## src/rtl/midi_szr_pkg.sv

```systemverilog
`default_nettype none

package midi_szr_pkg;

    // Field widths
    localparam int STATUS_W   = 8;
    localparam int DATA_W     = 7;
    localparam int LENGTH_W   = 2;
    localparam int TIME_W     = 16;
    localparam int PORT_W     = 3;
    localparam int KIND_W     = 4;
    localparam int CHANNEL_W  = 4;

    // Strip settings and configuration port
    localparam int NUM_STRIPS_DEF = 11;
    localparam int SETTING_STRIPS = 11;
    localparam int STRIP_BITS     = 26;
    localparam int CFG_DATA_W     = 2 * STRIP_BITS;
    localparam int CFG_ADDR_W     = 3;
    localparam int NUM_PAIR_REGS  = SETTING_STRIPS / 2;

    // Register indexes
    localparam logic [CFG_ADDR_W-1:0] REG_STRIP_SINGLE = 3'd5;

    // Strips that share the first output port
    localparam int PORT0_STRIPS = 8;

    // Message codes
    localparam logic [KIND_W-1:0]    KIND_NOTE_OFF = 4'h8;
    localparam logic [KIND_W-1:0]    KIND_NOTE_ON  = 4'h9;
    localparam logic [KIND_W-1:0]    KIND_CONTROL  = 4'hB;
    localparam logic [CHANNEL_W-1:0] CHANNEL_16    = 4'hF;
    localparam logic [STATUS_W-1:0]  STATUS_CC_CH1   = 8'hB0;
    localparam logic [STATUS_W-1:0]  STATUS_BEND_CH1 = 8'hE0;
    localparam logic [PORT_W-1:0]    PORT_CONTROL    = 3'd4;
    localparam logic [DATA_W-1:0]    DATA_MAX        = 7'h7F;

    typedef struct packed {
        logic [STATUS_W-1:0] status_byte;
        logic [DATA_W-1:0]   data_first;
        logic [DATA_W-1:0]   data_second;
        logic [LENGTH_W-1:0] msg_length;
        logic [TIME_W-1:0]   time_offset;
    } t_msg_word;

    typedef struct packed {
        logic [PORT_W-1:0]   out_port;
        logic [STATUS_W-1:0] out_status;
        logic [DATA_W-1:0]   out_first;
        logic [DATA_W-1:0]   out_second;
        logic [LENGTH_W-1:0] out_length;
        logic [TIME_W-1:0]   out_time;
        logic                last_copy;
    } t_route_word;

    // One strip's settings, bit 0 is enable
    typedef struct packed {
        logic [DATA_W-1:0]    transpose;
        logic [CHANNEL_W-1:0] channel;
        logic [DATA_W-1:0]    key_high;
        logic [DATA_W-1:0]    key_low;
        logic                 enable;
    } t_strip_cfg;

    // Chain control broadcast to every cell
    typedef struct packed {
        logic load;
        logic shift;
        logic cc16;
    } t_chain_ctrl;

endpackage

`default_nettype wire

```

## src/rtl/midi_split_zone_router.sv

```systemverilog
`default_nettype none

// MIDI split-zone router. Each accepted word is held in an input register and,
// once the cell chain has drained, loaded into a row of NUM_STRIPS cells all at
// once: every enabled strip whose key range holds data_first (or any enabled strip
// for status 0xB0 or 0xE0) writes its rechanneled copy, transposed for notes, into
// its cell, and a channel-16 control change loads only the head cell with a port-4
// copy. The chain then shifts one cell per cycle toward the head cell, which is the
// output register, whenever the head is empty or taken, so copies leave one per
// cycle in strip order while the receiver is ready, with last_copy on the final
// one. A word occupies the chain until its last copy has left, because empty
// cells below it shift through too; the next word is taken into the input
// register while the chain is still emptying and loads in the cycle the last copy
// leaves. Strip settings are written through i_cfg_we/i_cfg_addr/i_cfg_data:
// registers 0 to 4 hold two strips each (even strip in bits 25:0), register 5 holds
// strip 10; all strips come out of reset disabled.
module midi_split_zone_router #(
    parameter int NUM_STRIPS = midi_szr_pkg::NUM_STRIPS_DEF
) (
    input  wire                                     i_clk,
    input  wire                                     i_rst_n,
    input  wire                                     i_in_valid,
    output logic                                    o_in_ready,
    input  midi_szr_pkg::t_msg_word                 i_msg,
    output logic                                    o_out_valid,
    input  wire                                     i_out_ready,
    output midi_szr_pkg::t_route_word               o_route,
    input  wire                                     i_cfg_we,
    input  wire [midi_szr_pkg::CFG_ADDR_W-1:0]      i_cfg_addr,
    input  wire [midi_szr_pkg::CFG_DATA_W-1:0]      i_cfg_data
);
    import midi_szr_pkg::*;

    t_strip_cfg      r_strip_cfg [SETTING_STRIPS];
    t_msg_word       r_msg;
    logic            r_msg_valid;

    t_chain_ctrl     ctrl;
    t_strip_cfg      cell_cfg  [NUM_STRIPS];
    t_route_word     chain_copy [NUM_STRIPS+1];
    logic [NUM_STRIPS:0] chain_valid;
    logic [NUM_STRIPS:0] chain_hit;
    logic [NUM_STRIPS:0] chain_busy;
    logic            in_accept;

    // Write strip settings
    always_ff @(posedge i_clk) begin
        if (!i_rst_n) begin
            for (int s = 0; s < SETTING_STRIPS; s++) begin
                r_strip_cfg[s] <= '0;
            end
        end else if (i_cfg_we) begin
            for (int p = 0; p < NUM_PAIR_REGS; p++) begin
                if (i_cfg_addr == CFG_ADDR_W'(p)) begin
                    r_strip_cfg[2*p]   <= i_cfg_data[STRIP_BITS-1:0];
                    r_strip_cfg[2*p+1] <= i_cfg_data[CFG_DATA_W-1:STRIP_BITS];
                end
            end
            if (i_cfg_addr == REG_STRIP_SINGLE) begin
                r_strip_cfg[SETTING_STRIPS-1] <= i_cfg_data[STRIP_BITS-1:0];
            end
        end
    end

    // Advance when the head is empty or taken; load once the rest has drained
    always_comb begin
        ctrl.shift = !chain_valid[0] || i_out_ready;
        ctrl.load  = ctrl.shift && r_msg_valid && !chain_busy[1];
        ctrl.cc16  = (r_msg.status_byte[STATUS_W-1:STATUS_W-KIND_W] == KIND_CONTROL) &&
                     (r_msg.status_byte[CHANNEL_W-1:0] == CHANNEL_16);
    end

    assign in_accept  = i_in_valid && o_in_ready;
    assign o_in_ready = !r_msg_valid || ctrl.load;

    // Hold the incoming word until the chain takes it
    always_ff @(posedge i_clk) begin
        if (!i_rst_n) begin
            r_msg_valid <= 1'b0;
        end else if (in_accept) begin
            r_msg_valid <= 1'b1;
        end else if (ctrl.load) begin
            r_msg_valid <= 1'b0;
        end
    end

    always_ff @(posedge i_clk) begin
        if (in_accept) begin
            r_msg <= i_msg;
        end
    end

    // Terminate the chain past the last cell
    assign chain_valid[NUM_STRIPS] = 1'b0;
    assign chain_copy[NUM_STRIPS]  = '0;
    assign chain_hit[NUM_STRIPS]   = 1'b0;
    assign chain_busy[NUM_STRIPS]  = 1'b0;

    for (genvar k = 0; k < NUM_STRIPS; k++) begin : g_cell
        if (k < SETTING_STRIPS) begin : g_set
            assign cell_cfg[k] = r_strip_cfg[k];
        end else begin : g_none
            assign cell_cfg[k] = '0;
        end

        midi_szr_cell #(
            .STRIP_IDX (k)
        ) u_cell (
            .i_clk        (i_clk),
            .i_rst_n      (i_rst_n),
            .i_ctrl       (ctrl),
            .i_msg        (r_msg),
            .i_cfg        (cell_cfg[k]),
            .i_next_valid (chain_valid[k+1]),
            .i_next_copy  (chain_copy[k+1]),
            .i_hit_above  (chain_hit[k+1]),
            .i_busy_above (chain_busy[k+1]),
            .o_valid      (chain_valid[k]),
            .o_copy       (chain_copy[k]),
            .o_hit_chain  (chain_hit[k]),
            .o_busy_chain (chain_busy[k])
        );
    end

    assign o_out_valid = chain_valid[0];
    assign o_route     = chain_copy[0];

`ifndef SYNTHESIS
    // A pass-through control copy is a word's only result
    a_cc_alone: assert property (@(posedge i_clk) disable iff (!i_rst_n)
        o_out_valid && (o_route.out_port == PORT_CONTROL) |-> !chain_busy[1])
        else $error("control copy shares the chain with other copies");

    a_cc_last: assert property (@(posedge i_clk) disable iff (!i_rst_n)
        o_out_valid && (o_route.out_port == PORT_CONTROL) |-> o_route.last_copy)
        else $error("control copy not marked last");

    a_msg_hold: assert property (@(posedge i_clk) disable iff (!i_rst_n)
        r_msg_valid && !ctrl.load |=> r_msg_valid)
        else $error("held word dropped before loading");

    a_last_empty: assert property (@(posedge i_clk) disable iff (!i_rst_n)
        o_out_valid && o_route.last_copy |-> !chain_busy[1])
        else $error("copies remain behind the last copy");
`endif

endmodule

`default_nettype wire

```

## src/rtl/midi_szr_cell.sv

```systemverilog
`default_nettype none

module midi_szr_cell #(
    parameter int STRIP_IDX = 0
) (
    input  wire                        i_clk,
    input  wire                        i_rst_n,
    input  midi_szr_pkg::t_chain_ctrl  i_ctrl,
    input  midi_szr_pkg::t_msg_word    i_msg,
    input  midi_szr_pkg::t_strip_cfg   i_cfg,
    input  wire                        i_next_valid,
    input  midi_szr_pkg::t_route_word  i_next_copy,
    input  wire                        i_hit_above,
    input  wire                        i_busy_above,
    output logic                       o_valid,
    output midi_szr_pkg::t_route_word  o_copy,
    output logic                       o_hit_chain,
    output logic                       o_busy_chain
);
    import midi_szr_pkg::*;

    localparam bit IsHead  = (STRIP_IDX == 0);
    localparam int PortNum = (STRIP_IDX < PORT0_STRIPS) ? 0 : STRIP_IDX - PORT0_STRIPS + 1;
    localparam logic [PORT_W-1:0] CellPort = PORT_W'(PortNum);

    logic              r_valid;
    logic              n_valid;
    t_route_word       r_copy;
    t_route_word       n_copy;

    logic [KIND_W-1:0] kind;
    logic              is_note;
    logic              any_key;
    logic              in_range;
    logic              hit;
    logic              bypass;
    logic [DATA_W+1:0] sum;
    logic [DATA_W-1:0] moved_key;
    t_route_word       strip_copy;
    t_route_word       cc_copy;

    // Decide whether this strip takes the word
    always_comb begin
        kind     = i_msg.status_byte[STATUS_W-1:STATUS_W-KIND_W];
        is_note  = (kind == KIND_NOTE_ON) || (kind == KIND_NOTE_OFF);
        any_key  = (i_msg.status_byte == STATUS_CC_CH1) ||
                   (i_msg.status_byte == STATUS_BEND_CH1);
        in_range = (i_cfg.key_low <= i_msg.data_first) &&
                   (i_msg.data_first <= i_cfg.key_high);
        hit      = i_cfg.enable && (any_key || in_range) && !i_ctrl.cc16;
        bypass   = IsHead && i_ctrl.cc16;
    end

    // Transpose and clamp the note number
    always_comb begin
        sum = {2'b00, i_msg.data_first} +
              {{2{i_cfg.transpose[DATA_W-1]}}, i_cfg.transpose};
        if (sum[DATA_W+1]) begin
            moved_key = '0;
        end else if (sum[DATA_W]) begin
            moved_key = DATA_MAX;
        end else begin
            moved_key = sum[DATA_W-1:0];
        end
    end

    // Build this strip's copy and the channel-16 pass-through copy
    always_comb begin
        strip_copy.out_port   = CellPort;
        strip_copy.out_status = {kind, i_cfg.channel};
        strip_copy.out_first  = is_note ? moved_key : i_msg.data_first;
        strip_copy.out_second = i_msg.data_second;
        strip_copy.out_length = i_msg.msg_length;
        strip_copy.out_time   = i_msg.time_offset;
        strip_copy.last_copy  = !i_hit_above;

        cc_copy.out_port      = PORT_CONTROL;
        cc_copy.out_status    = i_msg.status_byte;
        cc_copy.out_first     = i_msg.data_first;
        cc_copy.out_second    = i_msg.data_second;
        cc_copy.out_length    = i_msg.msg_length;
        cc_copy.out_time      = i_msg.time_offset;
        cc_copy.last_copy     = 1'b1;
    end

    // Load a fresh copy, or take the neighbor's as the chain advances
    always_comb begin
        n_valid = r_valid;
        n_copy  = r_copy;
        if (i_ctrl.load) begin
            n_valid = bypass || hit;
            n_copy  = bypass ? cc_copy : strip_copy;
        end else if (i_ctrl.shift) begin
            n_valid = i_next_valid;
            n_copy  = i_next_copy;
        end
    end

    always_ff @(posedge i_clk) begin
        if (!i_rst_n) begin
            r_valid <= 1'b0;
        end else begin
            r_valid <= n_valid;
        end
    end

    always_ff @(posedge i_clk) begin
        r_copy <= n_copy;
    end

    assign o_valid      = r_valid;
    assign o_copy       = r_copy;
    assign o_hit_chain  = hit || i_hit_above;
    assign o_busy_chain = r_valid || i_busy_above;

endmodule

`default_nettype wire

```

## config.mk

```make
export PLATFORM = sky130hd
export DESIGN_NAME = midi_split_zone_router
export DESIGN_NICKNAME = d
export VERILOG_FILES = /design/src/rtl/midi_szr_pkg.sv /design/src/rtl/midi_split_zone_router.sv /design/src/rtl/midi_szr_cell.sv
export SDC_FILE = /design/constraint.sdc
export NUM_CORES = 1
export LEC_CHECK = 0
export BUFFER_PORTS_ARGS = -buffer_cell sky130_fd_sc_hd__buf_2
export CAP_MARGIN = 20
export CORE_ASPECT_RATIO = 1.75
export CORE_UTILIZATION = 55
export CTS_BUF_LIST = sky130_fd_sc_hd__clkbuf_2
export DETAILED_ROUTE_END_ITERATION = 10
export HOLD_SLACK_MARGIN = 0.06
export PLACE_DENSITY = 0.8
export SYNTH_ARGS = -nofsm -noshare
export SYNTH_HDL_FRONTEND = slang
export SYNTH_SLANG_ARGS = --single-unit
```

## constraint.sdc

```tcl
create_clock -name i_clk -period 42.3 [get_ports i_clk]
set_input_delay 8.46 -clock i_clk [delete_from_list [all_inputs] [get_ports i_clk]]
set_output_delay 8.46 -clock i_clk [all_outputs]
set_load 0.01 [all_outputs]
```

Yosys cells after proc, flatten, opt, wreduce, memory -nomap -nowiden
Memory sizes are Yosys's and may differ from the RTL's.
Cells that the tools add are included.
W data, S select, Z words.

word-level totals
  input bits = 100
  bits in registers = 526
  memories kept = 1
  RAM bits = 286
  output and inout port bits = 46
  logic and storage cells = 354

memory list
  name         depth  bits a word  read ports  clocked after Yosys merged registers in  write ports  line                          text
  r_strip_cfg  11     26           11          0                                        11           midi_split_zone_router.sv:34  t_strip_cfg r_strip_cfg [SETTING_STRIPS];

operators by class
  eq/ne operators = 11
  magnitude comparators = 22
  add/subtract/negate cells = 11
  bitwise operators = 11
  multiplexer cells = 116
  reductions and logical operators = 88

operators with widths
  cell                  number
  $mux W41              20
  $mux W26              11
  $mux W7               33
  $le A7 B7 Y1          22
  $mux W44              3
  $add A8 B7 Y9         11
  $mux W1               49
  $logic_and A1 B1 Y1   37
  $logic_or A1 B1 Y1    34
  $eq A4 B4 Y1 const B  4
  $eq A8 B8 Y1 const B  2
  $logic_not A1 Y1      14
  $or A1 B1 Y1          11
  $eq A3 B2 Y1 const B  2
  $eq A3 B3 Y1 const B  2
  $reduce_bool A2 Y1    2
  $eq A3 B1 Y1 const B  1
  $logic_not A3 Y1      1

Depth between registers and ports, before layout
An unclocked memory read counts as a cell.

  depth after elaboration = 18
  mapped depth = 11

Hierarchy
A second synthesis with hierarchy kept.

second synthesis, totals
  cells, all modules = 3,332
  area total of the unflattened synthesis = 42,759.8 um^2

modules (own cells, without submodules)
  module                                area each (um^2)  cells an instance  instances
  midi_split_zone_router                12,035.3          750                1
  midi_szr_cell (g_cell[1].u_cell ...)  2,984.1           257                4
  midi_szr_cell (g_cell[5].u_cell ...)  2,675.1           220                3
  midi_szr_cell (g_cell[8].u_cell ...)  2,676.3           220                2
  midi_szr_cell (g_cell[0].u_cell)      2,732.6           235                1
  midi_szr_cell (g_cell[10].u_cell)     2,677.6           219                1

Least setup slack after synthesis
Ideal clock, no wire load.

  path type = input -> register
  start point = input i_out_ready
  end point = register g_cell[0].u_cell.r_copy (netlist bit g_cell[0].u_cell.o_copy[0]) (enable)
  slack = 19,695 ps
  library setup time = 994 ps
  cell stages on the path = 6
  data arrival time = 21,611 ps
  required time = 41,306 ps
  path buffers = 4
  cells stage by stage = nor2b_1 -> clkbuf_1 -> inv_1 -> clkbuf_1 -> clkbuf_1 -> clkbuf_1

between the ends
  cells in the longest elaborated chain, start to end = 4

ends and longest elaborated chain
  element                                line                          text
  start, declared                        midi_split_zone_router.sv:26  input wire i_out_ready,
  $logic_or A1 B1 Y1 *                   midi_split_zone_router.sv:67  ctrl.shift = !chain_valid[0] || i_out_ready;
  $logic_and A1 B1 Y1 (2 in series)      midi_split_zone_router.sv:68  ctrl.load = ctrl.shift && r_msg_valid && !chain_busy[1];
  $reduce_bool A2 Y1 (no source line) *  n/a
  end signal, assigned                   midi_szr_cell.sv:108          r_copy <= n_copy;
  end, declared                          midi_szr_cell.sv:28           t_route_word r_copy;

Mark *: on every way between the ends. The rest lies on a longest branch, timed or not.
A chain may end at the register's enable or synchronous reset.

Worst setup path in the final report
  start point = input i_out_ready
  end point = output o_in_ready

between the ends
  cells in the longest elaborated chain, start to end = 4

ends and longest elaborated chain
  element                            line                          text
  $logic_or A1 B1 Y1                 midi_split_zone_router.sv:67
  $logic_and A1 B1 Y1 (2 in series)  midi_split_zone_router.sv:68
  $logic_or A1 B1 Y1                 midi_split_zone_router.sv:74  assign o_in_ready = !r_msg_valid || ctrl.load;
  end, declared                      midi_split_zone_router.sv:23  output logic o_in_ready,

Every way passes these cells.

==> impl_metrics.prom <==
# TYPE chip_impl_metric gauge
chip_impl_metric{name="report.final.hold_viol_count",unit=""} 0
chip_impl_metric{name="clk_pin_slew",unit="ns"} 0.13
chip_impl_info{name="tritoncts",value="done"} 1
chip_impl_metric{name="pwr_density",unit="nW/µm²"} 55.8
chip_impl_metric{name="postSynth.asyncResetShare",unit="%"} 0
chip_impl_metric{name="route.detailed.drc",unit=""} 0
chip_impl_metric{name="via_per_inst",unit=""} 5.85
chip_impl_metric{name="top_level_ports",unit=""} 146
chip_impl_metric{name="detailroute.via_count",unit=""} 24500
chip_impl_metric{name="pwr-share-seq",unit="%"} 55.2
chip_impl_metric{name="clock-sinks",unit=""} 810
chip_impl_info{name="hold_path.class",value="reg -> reg"} 1
chip_impl_metric{name="total_switching_power",unit="W"} 0.000697
chip_impl_metric{name="route.final.wire_length",unit="µm"} 87000
chip_impl_metric{name="dp_hpwl",unit="µm"} 58000
chip_impl_metric{name="via_count_of_the_first_global_routing_pass",unit=""} 25600
chip_impl_metric{name="fin_crit_sh",unit="%"} 44.6
chip_impl_metric{name="crit_arrival",unit="ns"} 10.39
chip_impl_info{name="worst_hold_startpoint",value="g_cell[4].u_cell.o_copy[41]$_SDFFE_PP0N_"} 1
chip_impl_metric{name="max_freq",unit="MHz"} 53.1
chip_impl_metric{name="global_route.overflow_total",unit=""} 0
chip_impl_metric{name="worst-endpoint-required",unit="ns"} 33.84
chip_impl_metric{name="floorplan.die.height",unit="µm"} 350
chip_impl_metric{name="initial_utilization",unit="%"} 55.5
chip_impl_metric{name="pin_count_of_the_biggest_net_entering_global_routing",unit=""} 224
chip_impl_metric{name="clock_power_share",unit="%"} 20.6
chip_impl_info{name="critical_r2r_launch",value="g_cell[0].u_cell.o_valid$_SDFFE_PN0P_"} 1
chip_impl_metric{name="synthesized_netlist_cell_count",unit=""} 2971
chip_impl_metric{name="synth-edff-count",unit=""} 779
chip_impl_metric{name="post_cts_resized",unit=""} 0
chip_impl_metric{name="timing.reg2reg.worst_path_depth",unit=""} 8
chip_impl_metric{name="synthesis.area",unit="µm²"} 38000
chip_impl_metric{name="comb_power_share",unit="%"} 24.2
chip_impl_info{name="mostFrequentLayoutCell",value="edfxtp_1"} 1
chip_impl_metric{name="slew_headroom",unit="%"} 27.2
chip_impl_metric{name="synth_seq_cells",unit=""} 810
chip_impl_info{name="leading_register_cell_type_out_of_synthesis",value="edfxtp_1"} 1
chip_impl_metric{name="power_report.internal_total",unit="W"} 0.00159
chip_impl_metric{name="grt_pass1_wl",unit="µm"} 133000
chip_impl_info{name="root_buffer",value="clkbuf_2"} 1
chip_impl_info{name="timing.critical_path.cells",value="buf_2 > nor2b_2 > buf_4 > inv_8 > nand2_4 > nand2_1 > buf_2"} 1
chip_impl_metric{name="grt.total_usage",unit="%"} 24.8
chip_impl_metric{name="insertion_delay",unit="ns"} 1.28
chip_impl_metric{name="final.setup.tns",unit="ns"} 0
chip_impl_metric{name="final_critical_period",unit="ns"} 18.85
chip_impl_metric{name="grt_antenna_before_repair",unit=""} 6
chip_impl_metric{name="setup_viol",unit=""} 0
chip_impl_metric{name="worstHoldPathCells",unit=""} 2
chip_impl_metric{name="drt_iter0_drc",unit=""} 1670
chip_impl_metric{name="number_of_buffers_inserted_during_clock_tree_synthesis",unit=""} 174
chip_impl_metric{name="skew",unit="ns"} 0.117
chip_impl_info{name="critPathCaptureType",value="output port"} 1
chip_impl_metric{name="post_route_cells_drive_above_1_share",unit="%"} 14.2
chip_impl_info{name="rsz_0062_raised_after_global_routing",value="no"} 1
chip_impl_metric{name="worst_hold_slack",unit="ns"} 0.428
chip_impl_metric{name="tightestPinTransition",unit="ns"} 1.09
chip_impl_metric{name="htreeDepth",unit=""} 4
chip_impl_metric{name="report.final.slew_viol_count",unit=""} 0
chip_impl_info{name="most_frequent_cells_in_the_layout",value="779 x edfxtp_1, 315 x a21o_1, 242 x ha_1"} 1
chip_impl_metric{name="post-layout-total-power",unit="W"} 0.00229
chip_impl_info{name="timing.critical_path.mode_cell",value="buf_2"} 1
chip_impl_metric{name="hold_buffers",unit=""} 0
chip_impl_metric{name="fp.dieW",unit="µm"} 201
chip_impl_metric{name="drt_pass1_iterations",unit=""} 8
chip_impl_metric{name="synthesis.area_per_instance",unit="µm²"} 12.8
chip_impl_metric{name="cts_setup_buffers",unit=""} 0
chip_impl_metric{name="finish.net_count",unit=""} 3508
chip_impl_info{name="worst_setup_path_start_kind",value="primary input"} 1
chip_impl_metric{name="flow.area_growth_from_synthesis",unit="%"} 7.76
chip_impl_metric{name="post_synthesis_net_count",unit=""} 3324
chip_impl_metric{name="ant_nets",unit=""} 0
chip_impl_metric{name="netlist-cell-type-count",unit=""} 58
chip_impl_metric{name="core_area",unit="µm²"} 68500
chip_impl_info{name="crit_slowest_cell",value="nand2_4"} 1
chip_impl_info{name="status",value="finished clean"} 1
chip_impl_metric{name="io_buffer_count",unit=""} 145
chip_impl_info{name="timing_worst_setup_path_type",value="in -> out"} 1
chip_impl_metric{name="core.rowCount",unit=""} 127
chip_impl_metric{name="drv_cap",unit=""} 0
chip_impl_info{name="crit-reg2reg-capture",value="g_cell[9].u_cell.o_copy[18]$_DFFE_PP_"} 1
chip_impl_metric{name="power_switching_share",unit="%"} 30.5
chip_impl_metric{name="static_leak",unit="nW"} 18.7
chip_impl_metric{name="wire_per_inst",unit="µm"} 20.8
chip_impl_metric{name="ys.warnings.count",unit=""} 0
chip_impl_metric{name="max-vdd-ir-drop",unit="µV"} 40.4
chip_impl_metric{name="design.die.area",unit="µm²"} 70200
chip_impl_metric{name="seq_total_area_yosys",unit="%"} 63.2
chip_impl_metric{name="worst_case_register_to_register_setup_slack",unit="ns"} 37.38
chip_impl_metric{name="clock_tree.buffer_depth",unit=""} 3
chip_impl_metric{name="critical_path_peak_fanout",unit=""} 113
chip_impl_metric{name="worst_path_largest_cell_delay",unit="ns"} 0.61
chip_impl_info{name="worst_hold_path.endpoint",value="g_cell[3].u_cell.o_copy[41]$_SDFFE_PP0N_"} 1
chip_impl_metric{name="gp_congestion",unit=""} 0.884
==> layer usage <==
layer	global-route usage (%)	vias up	wire length (µm)
met5	0	-	49
met4	19.2	8	6660
met3	4.77	340	4720
met2	44.9	944	45200
met1	25.1	11900	30400
li1	-	11300	-
==> cell type report <==
cell class	count	area, µm²
diodes	3	7.51
clock buffers	241	1210
clock inverters	57	320
fillers	5304	27500
inverters	165	627
multi-input cells	1819	12600
flip-flops and latches	810	24000
well taps	903	1130
repair buffers	185	1090
==> sequential cells by signal, indices dropped and copies added, names as in the netlist <==
| name | flops |
|---|---|
| r_msg | 40 |
| r_strip_cfg | 286 |
| g_cell.u_cell.o_copy | 472 |
| r_msg_valid | 1 |
| g_cell.u_cell.o_valid | 11 |
==> Yosys cell counts (all sizes together), types with 24 or more instances <==
library cell    n  area share, %
xnor2          44            1.0
and3           42           0.69
ha            242            8.0
nand2b         37           0.61
xor2           30           0.69
a21oi          96            1.3
o22ai          74            1.2
nor2          204            2.0
edfxtp        779             62
nand2         222            2.2
o21ai          83            1.1
a21o          315            6.2
or3            24           0.39
nor2b          28           0.46
dfxtp          31            1.6
inv           165            1.6
a31oi          66            1.1
buf            60            1.1
nand3          27           0.37
and2          134            2.2
clkbuf        117            1.2
==> power groups by stage <==
stage          logic (W)  clock network (W)  registers [W]
2_1_floorplan   0.000424                  0        0.00127
3_3_place_gp    0.000512                  0        0.00127
3_5_place_dp    0.000546                  0        0.00128
4_1_cts         0.000550           0.000481        0.00126
5_1_grt         0.000606           0.000517        0.00128
6_report        0.000554           0.000470        0.00126
==> how the worst max path moves through the flow <==
| stage | start | slack [ns] | depth (start not counted) | end |
|---|---|---|---|---|
| 3_5_place_dp | i_out_ready | 23.43 | 7 | o_in_ready |
| 2_1_floorplan | i_out_ready | 19.69 | 6 | g_cell[0].u_cell.o_copy[0]$_DFFE_PP_ |
| 3_3_place_gp | i_out_ready | 23.48 | 7 | o_in_ready |
| 6_report | i_out_ready | 23.45 | 7 | o_in_ready |
| 5_1_grt | i_out_ready | 23.28 | 7 | o_in_ready |
| 4_1_cts | i_out_ready | 23.43 | 7 | o_in_ready |
==> cell families after synthesis <==
family / count (synthesis) / share of synthesized area (%)
adder cells (fa/ha/maj): 253 / 8.54
AND/OR/NAND/NOR: 780 / 10.1
AO/OA/AOI/OAI: 712 / 12.6
buffers and inverters: 342 / 3.86
XOR/XNOR: 74 / 1.70
flip-flops: 810 / 63.2
==> worst max-delay path, delay by kind of cell <==
kind	cells	cell delay (ns)
buf+inv	4	0.98
simple gates	3	0.88
==> metrics by stage <==
stage	area (µm²)	setup slack, ns	util (%)	instances
5_1_grt	41000	23.28	59.8	4182
6_report	41000	23.45	59.8	4183
3_5_place_dp	39400	23.43	57.5	3879
3_3_place_gp	39300	23.48	57.5	3877
4_1_cts	40900	23.43	59.7	4177
2_1_floorplan	38000	19.69	-	2971
(Power assumes the default switching activity.)
